$ cat config.mk
export PLATFORM = sky130hd
export DESIGN_NAME = rational_arithmetic_unit
export DESIGN_NICKNAME = d
export VERILOG_FILES = /design/src/rtl/core/rau_pkg.sv /design/src/rtl/core/rau_dp.sv /design/src/rtl/core/rau_ctrl.sv /design/src/rtl/core/rational_arithmetic_unit.sv
export SDC_FILE = /design/constraint.sdc
export NUM_CORES = 2
export LEC_CHECK = 0
export BUFFER_PORTS_ARGS = -buffer_cell sky130_fd_sc_hd__buf_2
export CAP_MARGIN = 10
export CORE_MARGIN = 10
export CORE_UTILIZATION = 59
export CTS_CLUSTER_DIAMETER = 30
export CTS_CLUSTER_SIZE = 14
export DETAILED_ROUTE_END_ITERATION = 6
export PLACE_DENSITY_LB_ADDON = 0.2
export RECOVER_POWER = 50
export SYNTH_ARGS = -nofsm -noshare
export SYNTH_HDL_FRONTEND = slang
export SYNTH_SLANG_ARGS = --single-unit
$ cat constraint.sdc
create_clock -name clk_i -period 15.6 [get_ports clk_i]
set_input_delay 0.78 -clock clk_i [delete_from_list [all_inputs] [get_ports clk_i]]
set_output_delay 0.78 -clock clk_i [all_outputs]
set_load 0.005 [all_outputs]
$ cat src/rtl/core/rau_pkg.sv
// shared types and constants of the rational arithmetic unit
package rau_pkg;

  localparam logic [2:0] OP_ADD = 3'd0;
  localparam logic [2:0] OP_SUB = 3'd1;
  localparam logic [2:0] OP_MUL = 3'd2;
  localparam logic [2:0] OP_DIV = 3'd3;
  localparam logic [2:0] OP_EQ  = 3'd4;
  localparam logic [2:0] OP_NEG = 3'd5;

  localparam logic [1:0] ST_OK   = 2'd0;
  localparam logic [1:0] ST_DIV0 = 2'd1;
  localparam logic [1:0] ST_OVF  = 2'd2;

  typedef enum logic [3:0] {
    CMD_NONE,
    CMD_LOAD,
    CMD_MUL0,
    CMD_MUL1,
    CMD_MUL2,
    CMD_MUL3,
    CMD_GCD_INIT,
    CMD_GCD_STEP,
    CMD_DIVN_INIT,
    CMD_DIVD_INIT,
    CMD_DIV_STEP,
    CMD_FINISH
  } cmd_e;

  typedef struct packed {
    logic trivial;
    logic gcd_done;
    logic div_done;
  } sts_t;

endpackage

$ cat src/rtl/core/rau_dp.sv
// datapath: shared multiplier, binary gcd and restoring divider
module rau_dp import rau_pkg::*; #(
  parameter int PART_WIDTH = 32
) (
  input  logic        clk_i,
  input  cmd_e        cmd_i,
  input  logic [2:0]  req_type_i,
  input  logic [31:0] a_num_i,
  input  logic [30:0] a_den_i,
  input  logic [31:0] b_num_i,
  input  logic [30:0] b_den_i,
  output sts_t        sts_o,
  output logic [31:0] res_num_o,
  output logic [30:0] res_den_o,
  output logic        is_equal_o,
  output logic [1:0]  status_o
);

  localparam logic [63:0] Lim = (64'd1 << (PART_WIDTH - 1)) - 64'd1;

  logic [2:0]  op_q;
  logic [31:0] an_q, bn_q;
  logic [30:0] ad_q, bd_q;
  logic [63:0] prod_q;
  logic        psign_q;
  logic [63:0] num_q;
  logic [63:0] den_q;
  logic        dsign_q;
  logic [63:0] u_q, v_q;
  logic [5:0]  k_q;
  logic [63:0] gd_q, dvd_q, rem_q, qn_q;
  logic [6:0]  cnt_q;
  logic [31:0] res_num_q;
  logic [30:0] res_den_q;
  logic        eq_q;
  logic [1:0]  st_q;

  logic [31:0] an_mag, bn_mag, mx, my;
  logic        mxs, mys;
  logic [63:0] sprod, num_mag, gcd_val, qd;
  logic [64:0] rs;
  logic        ge, neg, div0, ovf, eq;

  assign an_mag = an_q[31] ? (32'd0 - an_q) : an_q;
  assign bn_mag = bn_q[31] ? (32'd0 - bn_q) : bn_q;

  // operand selection for the shared multiplier
  always_comb begin
    mx  = an_mag;
    mxs = an_q[31];
    my  = {1'b0, bd_q};
    mys = 1'b0;
    case (cmd_i)
      CMD_MUL0: begin
        mx  = an_mag;
        mxs = an_q[31] ^ (op_q == OP_NEG);
        if (op_q == OP_MUL) begin
          my  = bn_mag;
          mys = bn_q[31];
        end else if (op_q == OP_NEG) begin
          my  = 32'd1;
        end
      end
      CMD_MUL1: begin
        mx  = bn_mag;
        mxs = bn_q[31] ^ (op_q == OP_SUB);
        my  = (op_q == OP_ADD || op_q == OP_SUB) ? {1'b0, ad_q} : 32'd0;
      end
      CMD_MUL2: begin
        mx  = {1'b0, ad_q};
        mxs = 1'b0;
        if (op_q == OP_DIV) begin
          my  = bn_mag;
          mys = bn_q[31];
        end else if (op_q == OP_NEG) begin
          my  = 32'd1;
        end
      end
      default: begin
        mx = an_mag;
      end
    endcase
  end

  assign sprod   = psign_q ? (64'd0 - prod_q) : prod_q;
  assign num_mag = num_q[63] ? (64'd0 - num_q) : num_q;
  assign neg     = num_q[63] ^ dsign_q;
  assign gcd_val = v_q << k_q;
  assign rs      = {rem_q, dvd_q[63]};
  assign ge      = rs >= {1'b0, gd_q};
  assign qd      = dvd_q;

  assign div0 = ((op_q == OP_ADD || op_q == OP_SUB || op_q == OP_MUL || op_q == OP_DIV)
                 && (ad_q == 31'd0 || bd_q == 31'd0))
             || (op_q == OP_DIV && bn_q == 32'd0)
             || (op_q == OP_NEG && ad_q == 31'd0);
  assign eq   = (an_q == bn_q) && (ad_q == bd_q);
  assign ovf  = (qd > Lim) || (qn_q > (neg ? Lim + 64'd1 : Lim));

  assign sts_o.trivial  = (op_q == OP_EQ) || (op_q > OP_NEG) || div0 || (num_mag == 64'd0);
  assign sts_o.gcd_done = (u_q == 64'd0);
  assign sts_o.div_done = (cnt_q == 7'd64);

  always_ff @(posedge clk_i) begin
    case (cmd_i)
      CMD_LOAD: begin
        op_q <= req_type_i;
        an_q <= a_num_i;
        ad_q <= a_den_i;
        bn_q <= b_num_i;
        bd_q <= b_den_i;
      end
      CMD_MUL0: begin
        prod_q  <= mx * my;
        psign_q <= mxs ^ mys;
      end
      CMD_MUL1: begin
        num_q   <= sprod;
        prod_q  <= mx * my;
        psign_q <= mxs ^ mys;
      end
      CMD_MUL2: begin
        num_q   <= num_q + sprod;
        prod_q  <= mx * my;
        psign_q <= mxs ^ mys;
      end
      CMD_MUL3: begin
        den_q   <= prod_q;
        dsign_q <= psign_q;
      end
      CMD_GCD_INIT: begin
        u_q <= num_mag;
        v_q <= den_q;
        k_q <= 6'd0;
      end
      CMD_GCD_STEP: begin
        if (!u_q[0] && !v_q[0]) begin
          u_q <= u_q >> 1;
          v_q <= v_q >> 1;
          k_q <= k_q + 6'd1;
        end else if (!u_q[0]) begin
          u_q <= u_q >> 1;
        end else if (!v_q[0]) begin
          v_q <= v_q >> 1;
        end else if (u_q >= v_q) begin
          u_q <= u_q - v_q;
        end else begin
          v_q <= v_q - u_q;
        end
      end
      CMD_DIVN_INIT: begin
        gd_q  <= gcd_val;
        dvd_q <= num_mag;
        rem_q <= 64'd0;
        cnt_q <= 7'd0;
      end
      CMD_DIVD_INIT: begin
        qn_q  <= dvd_q;
        dvd_q <= den_q;
        rem_q <= 64'd0;
        cnt_q <= 7'd0;
      end
      CMD_DIV_STEP: begin
        rem_q <= ge ? 64'(rs - {1'b0, gd_q}) : rs[63:0];
        dvd_q <= {dvd_q[62:0], ge};
        cnt_q <= cnt_q + 7'd1;
      end
      CMD_FINISH: begin
        res_num_q <= 32'd0;
        res_den_q <= 31'd1;
        eq_q      <= 1'b0;
        st_q      <= ST_OK;
        if (op_q == OP_EQ) begin
          eq_q <= eq;
        end else if (op_q > OP_NEG) begin
          st_q <= ST_OK;
        end else if (div0) begin
          st_q <= ST_DIV0;
        end else if (num_mag == 64'd0) begin
          st_q <= ST_OK;
        end else if (ovf) begin
          st_q <= ST_OVF;
        end else begin
          res_num_q <= neg ? (32'd0 - qn_q[31:0]) : qn_q[31:0];
          res_den_q <= qd[30:0];
        end
      end
      default: begin
      end
    endcase
  end

  assign res_num_o  = res_num_q;
  assign res_den_o  = res_den_q;
  assign is_equal_o = eq_q;
  assign status_o   = st_q;

endmodule

$ cat src/rtl/core/rau_ctrl.sv
// controller: sequences the datapath and owns both handshakes
module rau_ctrl import rau_pkg::*; (
  input  logic clk_i,
  input  logic rst_ni,
  input  logic in_valid_i,
  output logic in_stall_o,
  output logic out_valid_o,
  input  logic out_stall_i,
  input  sts_t sts_i,
  output cmd_e cmd_o
);

  typedef enum logic [3:0] {
    S_IDLE, S_M0, S_M1, S_M2, S_M3, S_CHK, S_GCD, S_DIVN, S_DIVD, S_FIN
  } state_e;

  state_e state_q, state_d;
  logic   out_valid_q, out_free;

  assign out_free = !out_valid_q || !out_stall_i;

  always_comb begin
    state_d = state_q;
    cmd_o   = CMD_NONE;
    case (state_q)
      S_IDLE: if (in_valid_i) begin
        cmd_o   = CMD_LOAD;
        state_d = S_M0;
      end
      S_M0: begin
        cmd_o   = CMD_MUL0;
        state_d = S_M1;
      end
      S_M1: begin
        cmd_o   = CMD_MUL1;
        state_d = S_M2;
      end
      S_M2: begin
        cmd_o   = CMD_MUL2;
        state_d = S_M3;
      end
      S_M3: begin
        cmd_o   = CMD_MUL3;
        state_d = S_CHK;
      end
      S_CHK: begin
        if (sts_i.trivial) begin
          state_d = S_FIN;
        end else begin
          cmd_o   = CMD_GCD_INIT;
          state_d = S_GCD;
        end
      end
      S_GCD: begin
        if (sts_i.gcd_done) begin
          cmd_o   = CMD_DIVN_INIT;
          state_d = S_DIVN;
        end else begin
          cmd_o = CMD_GCD_STEP;
        end
      end
      S_DIVN: begin
        if (sts_i.div_done) begin
          cmd_o   = CMD_DIVD_INIT;
          state_d = S_DIVD;
        end else begin
          cmd_o = CMD_DIV_STEP;
        end
      end
      S_DIVD: begin
        if (sts_i.div_done) begin
          state_d = S_FIN;
        end else begin
          cmd_o = CMD_DIV_STEP;
        end
      end
      S_FIN: if (out_free) begin
        cmd_o   = CMD_FINISH;
        state_d = S_IDLE;
      end
      default: state_d = S_IDLE;
    endcase
  end

  always_ff @(posedge clk_i or negedge rst_ni) begin
    if (!rst_ni) begin
      state_q     <= S_IDLE;
      out_valid_q <= 1'b0;
    end else begin
      state_q <= state_d;
      if (cmd_o == CMD_FINISH) begin
        out_valid_q <= 1'b1;
      end else if (!out_stall_i) begin
        out_valid_q <= 1'b0;
      end
    end
  end

  assign in_stall_o  = (state_q != S_IDLE);
  assign out_valid_o = out_valid_q;

endmodule

$ cat src/rtl/core/rational_arithmetic_unit.sv
// top level of the rational arithmetic unit
//
// input channel: in_valid_i / in_stall_o with req_type_i and the two fractions
// a_num_i/a_den_i and b_num_i/b_den_i; one transaction per operation
// output channel: out_valid_o / out_stall_i with res_num_o, res_den_o,
// is_equal_o and status_o; exactly one result transaction per input
// one operation at a time: the input is stalled from acceptance until the
// result is written into the output register
// compare, error and zero results go from the products straight to the
// result write; otherwise the binary gcd over the 64-bit numerator and
// denominator runs, each step a halving or a subtract and compare, and the
// restoring divider then divides both by it, one quotient bit a cycle
// the cross products come from one shared 32x32 multiplier, one at a time
// a stalled result holds in the output register while the next operation
// is accepted and computed; it is only overwritten once taken
// reset clears the controller and the output valid; no clearing pass
module rational_arithmetic_unit import rau_pkg::*; #(
  parameter int PART_WIDTH = 32
) (
  input  logic        clk_i,
  input  logic        rst_ni,
  input  logic        in_valid_i,
  output logic        in_stall_o,
  input  logic [2:0]  req_type_i,
  input  logic [31:0] a_num_i,
  input  logic [30:0] a_den_i,
  input  logic [31:0] b_num_i,
  input  logic [30:0] b_den_i,
  output logic        out_valid_o,
  input  logic        out_stall_i,
  output logic [31:0] res_num_o,
  output logic [30:0] res_den_o,
  output logic        is_equal_o,
  output logic [1:0]  status_o
);

  cmd_e cmd;
  sts_t sts;

  // sequencing of load, multiply, gcd, divide and result write
  rau_ctrl u_ctrl (
    .clk_i      (clk_i),
    .rst_ni     (rst_ni),
    .in_valid_i (in_valid_i),
    .in_stall_o (in_stall_o),
    .out_valid_o(out_valid_o),
    .out_stall_i(out_stall_i),
    .sts_i      (sts),
    .cmd_o      (cmd)
  );

  // arithmetic and the output register
  rau_dp #(.PART_WIDTH(PART_WIDTH)) u_dp (
    .clk_i     (clk_i),
    .cmd_i     (cmd),
    .req_type_i(req_type_i),
    .a_num_i   (a_num_i),
    .a_den_i   (a_den_i),
    .b_num_i   (b_num_i),
    .b_den_i   (b_den_i),
    .sts_o     (sts),
    .res_num_o (res_num_o),
    .res_den_o (res_den_o),
    .is_equal_o(is_equal_o),
    .status_o  (status_o)
  );

endmodule

==> impl_results.md <==
- Compound-gate portion of the synthesized area: 0.1476
- Cell-internal power: 4.935 mW
- Primary FF master, synth: edfxtp_1
- P_sw: 1.388 mW
- Fmax: 0.07080 GHz
- Share of cells above drive strength 1: 0.08084
- Class of the most critical setup path: flop to flop
- Gate power share: 0.003
- Via count: 75670
- Status: finished, violations left
- Post-synthesis simple-gate area fraction: 0.1414
- Endpoints failing hold: 0
- Normalized max-slew margin: -1.805
- Core area: 149600 um^2
- Sw Ratio: 0.2196
- Placed Cells: 11480
- Die ar.: 166200 um^2
- CTS Buffer Depth: 3
- Most common cell after layout, fill and taps aside: inv_1
- Sequential fraction of the synthesis area: 0.2676
- First-pass DRT Iterations: 7
- Critical Path End Type: flop
- Initial Utilization: 0.5928
- CTS Buf Count: 184
- Syn_nets: 11240
- Max Cap Viol: 16
- Post_cts resized: 0
- Skew final: 113.2 ps
- Period utilization: 0.9054
- First-pass GRT wire length: 462400 um
- Final setup TNS: 0 ps
- Nets: 11240
- Post-synthesis mux area share: 0.02930
- Clock latency on the worst-skew pair: 830 ps
- Post-synthesis cell area: 88680 um^2
- Clock-pin slew of the registers on the worst-case setup and hold paths: 50 ps
- Cell leakage power: 42.01 nW
- Global Route Usage Sum: 0.3586
- Vias in the first global route: 76120
- Post-synth EDFFs: 786
- DRT iter0 DRCs: 8740
- Yosys top cell area share: 0.2662
- Met1 usage: 0.4465
- YS warnings: 0
- CTS Root Cell: clkbuf_16
- Critical Path Fanout Max: 64
- Synth cell types: 86
- Num rows: 142
- Routability congestion estimate: 1.061
- Post-route ant nets: 0
- DRC viols: 0
- Remaining Overflow, GRT: 0
- Synth area leader: edfxtp_1
- Post-Syn Instances: 9651
- Clock power share: 0.632
- Crit path largest cell delay: 2130 ps
- Synth Area in Adders: 0.2819
- Die extent in y: 407.7 um
- Pwr/cell area: 64.48 nW/um^2
- Io pins: 201
- Vias per cell: 6.396
- Delay-heaviest family, CP: compound AO/OA/AOI/OAI gates
- Flop pwr share: 0.366
- Fraction of registers with async set/reset: 0.006321
- Die W: 407.7 um
- Routing usage on met2: 0.5820
- Antenna violations before repair: 15
- Drt total wl: 305200 um
- Final-report max-slew violation count: 935
- Count of state elements after synthesis: 791
- Commonest non-fill, non-tap cells in the layout: inv_1, nor2_1, fa_1, nand2_1, edfxtp_1
- Setup Buffers After CTS: 0
- Post-Synth XOR/XNOR Area: 0.05778
- Unrepaired setup endpoints after global routing: false
- Largest net degree at the start of global routing: 90
- Worst VDD drop: 113.1 uV
- Crit start category: flop
- CTS Sinks: 791
- Area growth, synth to finish: 10.58%
- Data arrival, critical path: 14630 ps
- Req. time, crit path: 16100 ps
- Ranking of synthesized cells by area: edfxtp_1, fa_1, ha_1
- HP Class: primary input to flop
- Worst Max-Slew Pin Slew: 4207 ps
- Non-filler cells, final: 11830
- Port Buffers: 200
- TritonCTS clock tree: yes
- GRT busiest layer: met2
- Highest-delay cell along the critical path: clkinvlp_2
- Detailed placement HPWL: 237100 um
- WL/cell: 25.80 um
- H-tree Lvls: 4
- Worst path bufs/invs: 6
- Post-layout minimum cycle time: 14120 ps
- Main combinational cell family by area after synthesis: adder cells
- Most used cell, CP: fa_1
- Setup Viol. Count Final: 0
- Routing usage on met3: 0.06842
- Synth Area per Inst: 9.189 um^2
- Violated checks: max-capacitance violations, max-slew violations
==> flip-flops by register name, indices dropped and copies added, names as in the netlist, 2 cells and up <==
name and count:
u_dp.an_q 32, u_dp.u_q 64, u_dp.status_o 2, u_dp.gd_q 64, u_dp.cnt_q 7, u_dp.op_q 3
u_dp.bn_q 32, u_dp.qn_q 64, u_dp.res_num_o 32, u_dp.res_den_o 31, u_dp.prod_q 64, u_dp.v_q 64
u_dp.ad_q 31, u_dp.num_q 64, u_dp.k_q 6, u_dp.den_q 64, u_dp.bd_q 31, u_dp.rem_q 64
u_ctrl.state_q 4, u_dp.dvd_q 64
==> final timing paths <==
kind                                   start                end  slack [ps]  depth (start not counted)
hold / removal                    a_den_i[6]       u_dp.ad_q[6]         130                          1
setup / recovery           u_ctrl.state_q[3]    u_dp.prod_q[62]        1480                         33
setup reg to reg           u_ctrl.state_q[3]    u_dp.prod_q[62]        1480                         33
min in group asynchronous             rst_ni  u_ctrl.state_q[3]         430                          2
max in group asynchronous             rst_ni  u_ctrl.state_q[0]       14910                          2
hold reg to reg              u_dp.prod_q[40]     u_dp.den_q[40]         480                          0
==> cells in the mapped netlist, drive strengths merged (42+ instances only) <==
master / count
a211oi: 47
a21o: 216
a21oi: 633
a221oi: 91
a22oi: 73
a31oi: 46
and2: 70
buf: 61
clkbuf: 469
edfxtp: 786
fa: 900
ha: 558
inv: 1229
mux2: 51
mux2i: 83
mux4: 53
nand2: 810
nand2b: 90
nand3: 119
nand4: 121
nor2: 1182
nor2b: 52
nor3: 99
nor4: 80
o21ai: 491
o21bai: 58
o31ai: 70
o41ai: 42
or3: 50
xnor2: 339
xor2: 246
==> metrics by stage <==
stage                     instance area [um^2]  worst slack (ps)  power [mW]  hold WS, ps  utilization
final                                    98060              1475       6.323        131.9       0.6555
after global routing                     98050             983.6       6.474        111.4       0.6554
after CTS                                98210              2169       6.354        98.44       0.6565
after detailed placement                 91660              2284       2.368        468.2       0.6127
after global placement                   91640              2407       2.368        465.8       0.6126
after floorplan                          88690             764.8       2.351        424.4            -
==> cells by family (layout without fill, tap and decap cells) <==
logic type,after synthesis,after routing
compound gates,2054,2054
mux,187,187
flops,791,791
xor+xnor,585,585
buf+inv,1759,1918
fa+ha+maj,1458,1458
other cells,0,5
simple gates,2817,2817
==> power by group through the flow <==
stage               logic [mW]  registers [mW]  clock network [mW]
floorplan            0.0000998            2.35                   0
global placement        0.0173            2.35                   0
detailed placement      0.0176            2.35                   0
CTS                     0.0178            2.31                4.02
global route            0.0190            2.31                4.14
finish                  0.0173            2.31                3.99
==> timing repair <==
action / in CTS / in global routing
hold endpoints to repair: 5 / 0
setup endpoints to repair: 0 / 0
hold buffers: 1 / 0
==> metal layers <==
metal,up-vias,wire [um]
li1,32920,-
met1,37360,113100
met2,4313,140300
met3,1069,29310
met4,8,22460
met5,-,56
==> final cells by class <==
cell class | count | area, um^2
multi-input combinational | 7101 | 58700
fill | 12230 | 51530
sequential | 791 | 23730
clock buffer | 195 | 4646
inverter | 1229 | 4614
tap | 2016 | 2522
timing repair buffer | 342 | 1936
clock inverter | 152 | 1902
antenna | 5 | 12.51
Note: power is estimated with default switching activity, not from simulation.
